## config.mk

```make
export PLATFORM = sky130hd
export DESIGN_NAME = stop_wait_ack_receiver_unit
export DESIGN_NICKNAME = d
export VERILOG_FILES = /design/src/design/swar_pkg.sv /design/src/design/stop_wait_ack_receiver_unit.sv /design/src/design/swar_lane.sv /design/src/design/swar_merge.sv
export SDC_FILE = /design/constraint.sdc
export NUM_CORES = 1
export LEC_CHECK = 0
export BUFFER_PORTS_ARGS = -buffer_cell sky130_fd_sc_hd__buf_4
export CORE_MARGIN = 2
export CORE_UTILIZATION = 57
export CTS_CLUSTER_SIZE = 24
export DETAILED_ROUTE_END_ITERATION = 6
export PLACE_DENSITY_LB_ADDON = 0.25
export SYNTH_ARGS = -nofsm -noshare
export SYNTH_HDL_FRONTEND = slang
export SYNTH_SLANG_ARGS = --single-unit
export TNS_END_PERCENT = 20
```

## constraint.sdc

```tcl
create_clock -name clk -period 11.4 [get_ports clk]
set_input_delay 1.71 -clock clk [delete_from_list [all_inputs] [get_ports clk]]
set_output_delay 1.71 -clock clk [all_outputs]
set_load 0.02 [all_outputs]
```

## src/design/swar_pkg.sv

```systemverilog
// ----------------------------------------------------------------------------
// swar_pkg
// Shared widths, codes and types of the stop-and-wait ACK receiver.
// ----------------------------------------------------------------------------
package swar_pkg;

	localparam int PAYLOAD_BYTES = 10;   // byte lanes in use, 1 to 10
	localparam int RAW_BYTES     = 10;   // bytes carried by the payload ports
	localparam int BYTE_W        = 8;
	localparam int COUNT_W       = 4;
	localparam int LEN_W         = 4;
	localparam int SUM_W         = 32;
	localparam int LOW_W         = 64;
	localparam int HIGH_W        = 16;

	typedef enum logic [1:0] {
		VERDICT_ACCEPT = 2'd0,
		VERDICT_DUP    = 2'd1,
		VERDICT_REJECT = 2'd2,
		VERDICT_END    = 2'd3
	} verdict_t;

	typedef logic [BYTE_W-1:0] byte_t;

	// packet after the byte lanes, the merge stage works from this
	typedef struct packed {
		logic                     seq_bit;
		logic [LEN_W-1:0]         pkt_length;
		logic [SUM_W-1:0]         rx_checksum;
		byte_t [RAW_BYTES-1:0]    kept;
		logic [COUNT_W-1:0]       count;
	} lane_pkt_t;

	typedef struct packed {
		logic                     ack_seq;
		logic                     ack_sum;
		verdict_t                 verdict;
		logic                     deliver;
		logic                     is_name;
		logic [LOW_W-1:0]         out_low;
		logic [HIGH_W-1:0]        out_high;
		logic [COUNT_W-1:0]       out_count;
	} ack_result_t;

endpackage

```

## src/design/stop_wait_ack_receiver_unit.sv

```systemverilog
// ----------------------------------------------------------------------------
// stop_wait_ack_receiver_unit
// Stop-and-wait receiver: checks each packet, emits one ACK with a verdict
// and passes accepted payload on.
// ----------------------------------------------------------------------------
//  channel | handshake            | payload
//  in      | in_valid / in_ready  | seq_bit pkt_length rx_checksum payload_low
//          |                      | payload_high payload_count
//  out     | out_valid / out_ready| ack_seq ack_sum verdict deliver is_name
//          |                      | out_low out_high out_count
//
// one packet per cycle while the output does not stall; from input transfer to out_valid
// a packet passes the byte lane register, then merge and result register
// receiver state is updated as a result enters the output register, so
// packets following back to back see the state of the one before
// reset clears the receiver state and both valid stages
// a stalled output holds its result and the lane stage holds one more packet
// ----------------------------------------------------------------------------
module stop_wait_ack_receiver_unit
	import swar_pkg::*;
(
	input  logic                clk,
	input  logic                arst_n,
	input  logic                in_valid,
	output logic                in_ready,
	input  logic                seq_bit,
	input  logic [LEN_W-1:0]    pkt_length,
	input  logic signed [SUM_W-1:0] rx_checksum,
	input  logic [LOW_W-1:0]    payload_low,
	input  logic [HIGH_W-1:0]   payload_high,
	input  logic [COUNT_W-1:0]  payload_count,
	output logic                out_valid,
	input  logic                out_ready,
	output logic                ack_seq,
	output logic                ack_sum,
	output logic [1:0]          verdict,
	output logic                deliver,
	output logic                is_name,
	output logic [LOW_W-1:0]    out_low,
	output logic [HIGH_W-1:0]   out_high,
	output logic [COUNT_W-1:0]  out_count
);

	logic [RAW_BYTES*BYTE_W-1:0] raw_all;
	byte_t [RAW_BYTES-1:0]       kept;
	logic [COUNT_W-1:0]          count_clamped;
	lane_pkt_t                   pkt_d;
	lane_pkt_t                   pkt_s1;
	logic                        pkt_valid_s1;
	logic                        take;
	ack_result_t                 result;

	assign raw_all = {payload_high, payload_low};
	assign count_clamped = (payload_count > COUNT_W'(PAYLOAD_BYTES))
		? COUNT_W'(PAYLOAD_BYTES) : payload_count;

	for (genvar i = 0; i < RAW_BYTES; i++) begin : g_lane
		if (i < PAYLOAD_BYTES) begin : g_used
			swar_lane u_lane (
				.lane_idx  (COUNT_W'(i)),
				.count     (count_clamped),
				.data_byte (raw_all[i*BYTE_W +: BYTE_W]),
				.kept_byte (kept[i])
			);
		end else begin : g_unused
			assign kept[i] = '0;
		end
	end

	always_comb begin
		pkt_d.seq_bit     = seq_bit;
		pkt_d.pkt_length  = pkt_length;
		pkt_d.rx_checksum = rx_checksum;
		pkt_d.kept        = kept;
		pkt_d.count       = count_clamped;
	end

	assign in_ready = !pkt_valid_s1 || take;

	always_ff @(posedge clk or negedge arst_n) begin
		if (!arst_n) begin
			pkt_valid_s1 <= 1'b0;
		end else if (in_ready) begin
			pkt_valid_s1 <= in_valid;
		end
	end

	always_ff @(posedge clk) begin
		if (in_valid && in_ready) begin
			pkt_s1 <= pkt_d;
		end
	end

	swar_merge u_merge (
		.clk       (clk),
		.arst_n    (arst_n),
		.pkt_valid (pkt_valid_s1),
		.pkt       (pkt_s1),
		.take      (take),
		.out_ready (out_ready),
		.out_valid (out_valid),
		.result    (result)
	);

	assign ack_seq   = result.ack_seq;
	assign ack_sum   = result.ack_sum;
	assign verdict   = result.verdict;
	assign deliver   = result.deliver;
	assign is_name   = result.is_name;
	assign out_low   = result.out_low;
	assign out_high  = result.out_high;
	assign out_count = result.out_count;

endmodule

```

## src/design/swar_lane.sv

```systemverilog
// ----------------------------------------------------------------------------
// swar_lane
// One payload byte lane: keeps the byte when it lies below the byte count.
// ----------------------------------------------------------------------------
module swar_lane
	import swar_pkg::*;
(
	input  logic [COUNT_W-1:0] lane_idx,
	input  logic [COUNT_W-1:0] count,
	input  byte_t              data_byte,
	output byte_t              kept_byte
);

	assign kept_byte = (lane_idx < count) ? data_byte : '0;

endmodule

```

## src/design/swar_merge.sv

```systemverilog
// ----------------------------------------------------------------------------
// swar_merge
// Merges the lane bytes into the checksum, decides the verdict against the
// receiver state and holds the result until the transfer out completes.
// ----------------------------------------------------------------------------
module swar_merge
	import swar_pkg::*;
(
	input  logic        clk,
	input  logic        arst_n,
	input  logic        pkt_valid,
	input  lane_pkt_t   pkt,
	output logic        take,
	input  logic        out_ready,
	output logic        out_valid,
	output ack_result_t result
);

	logic              expected_seq_q;
	logic [SUM_W-1:0]  last_sum_q;
	logic              stored_ack_q;
	logic              name_seen_q;
	logic              out_valid_q;
	ack_result_t       result_q;

	byte_t             sum;
	logic              prev_seq;
	logic              is_end;
	logic              is_accept;
	logic              is_dup;
	logic [RAW_BYTES*BYTE_W-1:0] data_all;
	ack_result_t       res_d;

	assign take = pkt_valid && (!out_valid_q || out_ready);

	always_comb begin
		sum = byte_t'(pkt.seq_bit) ^ byte_t'(pkt.pkt_length);
		for (int i = 0; i < RAW_BYTES; i++) begin
			sum = sum ^ pkt.kept[i];
		end
		data_all = pkt.kept;
	end

	assign prev_seq  = ~expected_seq_q;
	assign is_end    = (pkt.pkt_length == '0);
	assign is_accept = !is_end && (pkt.seq_bit == expected_seq_q)
		&& ({{(SUM_W-BYTE_W){1'b0}}, sum} == pkt.rx_checksum);
	assign is_dup    = !is_end && !is_accept && (pkt.rx_checksum == last_sum_q);

	always_comb begin
		res_d = '0;
		if (is_end) begin
			res_d.ack_seq = expected_seq_q;
			res_d.ack_sum = expected_seq_q;
			res_d.verdict = VERDICT_END;
		end else if (is_accept) begin
			res_d.ack_seq   = expected_seq_q;
			res_d.ack_sum   = expected_seq_q;
			res_d.verdict   = VERDICT_ACCEPT;
			res_d.deliver   = 1'b1;
			res_d.is_name   = !name_seen_q;
			res_d.out_low   = data_all[LOW_W-1:0];
			res_d.out_high  = data_all[LOW_W +: HIGH_W];
			res_d.out_count = pkt.count;
		end else if (is_dup) begin
			res_d.ack_seq = prev_seq;
			res_d.ack_sum = prev_seq;
			res_d.verdict = VERDICT_DUP;
		end else begin
			res_d.ack_seq = prev_seq;
			res_d.ack_sum = stored_ack_q;
			res_d.verdict = VERDICT_REJECT;
		end
	end

	always_ff @(posedge clk or negedge arst_n) begin
		if (!arst_n) begin
			expected_seq_q <= 1'b0;
			last_sum_q     <= '1;
			stored_ack_q   <= 1'b0;
			name_seen_q    <= 1'b0;
			out_valid_q    <= 1'b0;
		end else begin
			if (take) begin
				out_valid_q <= 1'b1;
				if (is_end) begin
					expected_seq_q <= 1'b0;
					last_sum_q     <= '1;
					stored_ack_q   <= 1'b0;
					name_seen_q    <= 1'b0;
				end else if (is_accept) begin
					expected_seq_q <= ~expected_seq_q;
					last_sum_q     <= pkt.rx_checksum;
					stored_ack_q   <= expected_seq_q;
					name_seen_q    <= 1'b1;
				end else if (is_dup) begin
					stored_ack_q   <= prev_seq;
				end
			end else if (out_ready) begin
				out_valid_q <= 1'b0;
			end
		end
	end

	always_ff @(posedge clk) begin
		if (take) begin
			result_q <= res_d;
		end
	end

	assign out_valid = out_valid_q;
	assign result    = result_q;

endmodule
```

# Yosys cells after proc, flatten, opt, wreduce, memory -nomap -nowiden
# Index checks and enable logic that the tools add are counted.
# classes
magnitude_cmp	11
eq_ne	3
n_mux	16
n_bitwise	13
reduce_logical	20
# op_table
cell	n
$mux 86	1
$xor 8x8->8	10
$mux 32	2
$eq 32x32->1	1
$eq 8x32->1	1
$lt 3x4->1 const A	4
$mux 4	3
$mux 1	9
$lt 1x4->1 const A	2
$lt 2x4->1 const A	2
$lt 4x4->1 const A	2
$logic_and 1x1->1	6
$logic_not 1->1	5
$gt 4x4->1 const B	1
$logic_not 4->1	1
$reduce_and 2->1	2
$reduce_bool 2->1	2
$xor 1x4->4	1
$mux 3	1
$reduce_bool 3->1	1
$logic_or 1x1->1	2
$not 1->1	2
$reduce_or 2->1	1
$eq 1x1->1	1
# word_totals
ff_bits	248
input_bits	125
output_inout_bits	92
wordCells	91

# Depth between registers and ports, before layout
# depth
ltp_word	19
ltp_mapped	8
ltp_nobuf	7

# Hierarchy
# Synthesis repeated with hierarchy kept, for this count alone.
# hier_totals
cells_unflattened	811
hier_area_um2	11780.0
# by_module_without_submodules
module	instances	cells_each	area_per_inst_um2	seq_area_each_um2
swar_merge	1	419	5890.6	3643.5
stop_wait_ack_receiver_unit	1	132	3724.8	3658.5
swar_lane	10	26	216.5	0.0

# Worst setup path after synthesis
# Ideal clock, no wire load.
# synth_timing
path_kind	input port to flip-flop
start	input out_ready
end	register pkt_s1[0] (netlist bit), enable pin
setup_ns	0.494
t_arrival_ns	4.796
required_time_ns	10.906
slack_ns	6.111
stages	2
n_path_buf	0
path_cell_list	nand3b_1 and2_1
# synth_via
elab_chain_len	4
# synth_rtl
element	line_no	text
start: declaration	stop_wait_ack_receiver_unit.sv:33	input logic out_ready,
$logic_or 1x1->1	swar_merge.sv:34	assign take = pkt_valid && (!out_valid_q || out_ready);
$logic_and 1x1->1	swar_merge.sv:34	
$logic_or 1x1->1	stop_wait_ack_receiver_unit.sv:78	assign in_ready = !pkt_valid_s1 || take;
$logic_and 1x1->1	stop_wait_ack_receiver_unit.sv:89	if (in_valid && in_ready) begin
end signal: assignment	stop_wait_ack_receiver_unit.sv:90	pkt_s1 <= pkt_d;
end: declaration	stop_wait_ack_receiver_unit.sv:48	lane_pkt_t pkt_s1;
# No other way between the ends.
# A chain may end at the register's enable or synchronous reset.

# Worst setup path after layout
# layout_timing
start	input out_ready
end	output in_ready
# layout_via
elab_chain_len	3
# layout_rtl
element	line_no	text
$logic_or 1x1->1	swar_merge.sv:34	
$logic_and 1x1->1	swar_merge.sv:34	
$logic_or 1x1->1	stop_wait_ack_receiver_unit.sv:78	
end: declaration	stop_wait_ack_receiver_unit.sv:25	output logic in_ready,
# No other way between the ends.

==> out/results.txt <==
CTS buffer count: 25
DR iter-0 viols: 374
Post-CTS sizing: 0
Final min period: 3910 ps
Slew Viols, Final: 0
Clock sinks: 248
Part of the Yosys area used for sequential elements: 0.709
Period utilisation layout: 0.343
Min-delay worst type: register to register
Final Wtd Congestion: 0.841
First-pass detailed-route iteration total: 5
Largest net degree at the start of global routing: 94
CTS clock-pin slew for the worst setup and hold paths: 60 ps
Max frequency: 256 MHz
DP Wirelength: 15000 um
Synth top area share: 0.615
Placeable Area: 17800 um2
Final hold slack: 474 ps
Synth-to-Final Area Change: 25.1%
Worst Path Required: 9690 ps
# DRC: 0
Mapped Area: 10300 um2
Finished Cell Area: 12900 um2
Clk buf depth: 3
IO Count: 217
Maximum vdd drop: 0.120 mV
Most instantiated cells after synthesis: edfxtp_1, xnor2_1, and2_1
Critical path class: primary input to output pin
Top cells by area, synth: edfxtp_1, dfstp_2, xnor2_1
Leading cell type by number of instances after synthesis: edfxtp_1
Number of max-cap violations: 0
Die W: 138 um
Synth Flop Type: edfxtp_1
RSZ-0062 raised after global routing: false
Port Buf Inserts: 216
Worst path arrival time: 2200 ps
Setup-failing EPs final: 0
R2R cell count: 7
Synth area leader: edfxtp_1
Total GRT Usage: 0.221
Setup crit start kind: primary input
Yosys warns: 0
Fillers: 1152
Global route overflow: 0
Hold path cells: 2
Lkg Pwr: 5.17 nW
Number of global-route vias before repair: 6073
Fin. Hold Viols: 0
Ant diodes: 0
Hold buffer count at cts: 0
Postcts setup bufs: 0
Slew Limit Headroom: 0.227
Vias: 5826
Starting Density: 0.578
Synthesized area per cell: 15.9 um2
Root Buffer: clkbuf_16
CTS tree: built
Post-DP Area: 12100 um2
Place WS: 7500 ps
Synth unique cells: 37
Post-Syn Nets: 772
First-pass GRT wire length: 32800 um
Final net count: 997
Crit Path Max Fanout: 3
DRT antenna net count: 0
Worst Setup End Kind: output pin
Vias per cell: 5.21
Pwr dens: 170 nW/um2
Final worst slack: 7490 ps
Post-Synthesis Cells: 647
Worst-Skew Late Latency: 520 ps
Worst Skew: 22.4 ps
Chip height: 138 um
Share of cells above drive strength 1: 0.382
Outcome: finished clean
Drt wl/cell: 19.0 um
Final TNS setup: 0 ps
Initial antenna violation count: 0
DIE AREA: 19200 um2
Clock H-tree levels: 1
Worst slew pin tran: 1160 ps
FFs w/ async S/R, synth: 0.149
Wirelength, routed: 21200 um
Post-synth EDFFs: 211
Total power: 2.19 mW
Std cell rows: 49
Synth Register Bits: 248
==> placed cells by master, fill, tap and decap left out, drive strengths merged, types with 12 or more instances in the layout <==
master and count:
clkbuf 32, xnor2 88, dfstp 32, edfxtp 211, nor2b 58, nand4 12
buf 220, nor4 12, a21o 25, and2 109
==> per-layer routing <==
| metal | vias up | track usage | share of wire |
|---|---|---|---|
| met3 | 44 | 0.0423 | 0.074 |
| met4 | 0 | 0.0698 | 0.028 |
| li1 | 2733 | - | - |
| met5 | - | 0 | 0 |
| met1 | 2804 | 0.298 | 0.41 |
| met2 | 245 | 0.370 | 0.49 |
==> power by group <==
part / switching [mW] / internal [mW]
Clock: 0.319 / 0.447
Combinational: 0.137 / 0.153
Sequential: 0.0457 / 1.09
Total: 0.502 / 1.69
==> area by class of cell <==
| type | instances | area [um2] | share of cell area |
|---|---|---|---|
| Multi-Input combinational cell | 367 | 2850 | 0.221 |
| Tap cell | 229 | 287 | 0.0222 |
| Clock buffer | 32 | 652 | 0.0506 |
| Inverter | 10 | 40.0 | 0.00311 |
| Timing Repair Buffer | 220 | 1650 | 0.128 |
| Sequential cell | 248 | 7300 | 0.567 |
| Clock inverter | 13 | 110 | 0.00854 |
==> critical path: stages <==
cell	delay [ps]
buf_4	110
nand3b_1	190
buf_4	190
==> path summary, 6_finish.rpt <==
check                                                  start                                  to  slack (ps)
max                                                out_ready                            in_ready        7490
min                        u_merge.last_sum_q[6]$_DFFE_PN1P_   u_merge.last_sum_q[6]$_DFFE_PN1P_         470
max reg2reg                         pkt_s1[10]$_SDFFCE_PP0P_    u_merge.result[43]$_SDFFCE_PP0P_        7830
min reg2reg                u_merge.last_sum_q[6]$_DFFE_PN1P_   u_merge.last_sum_q[6]$_DFFE_PN1P_         470
max in group asynchronous                             arst_n  u_merge.last_sum_q[19]$_DFFE_PN1P_        9900
min in group asynchronous                             arst_n  u_merge.expected_seq_q$_DFFE_PN0P_        1150
==> metrics by stage <==
stage | util | std cells
floorplan | - | 647
global placement | 0.680 | 1074
detailed placement | 0.680 | 1074
CTS | 0.722 | 1119
global route | 0.722 | 1119
finish | 0.722 | 1119
==> flip-flops by register name (all words and copies together), names as in the netlist <==
signal	cells
u_merge.stored_ack_q	1
u_merge.out_valid	1
u_merge.last_sum_q	32
pkt_s1	121
u_merge.expected_seq_q	1
pkt_valid_s1	1
u_merge.result	90
u_merge.name_seen_q	1
==> kinds of logic (layout without fill, tap and decap cells) <==
logic type	Yosys count	count (layout)	synth area share
XOR/XNOR	109	109	0.106
multiplexers	1	1	0.00109
AND/OR/NAND/NOR	212	212	0.135
AO/OA/AOI/OAI	45	45	0.0328
flip-flops	248	248	0.709
buffers and inverters	32	275	0.0160
No activity file was read; power rests on OpenSTA's default activity.
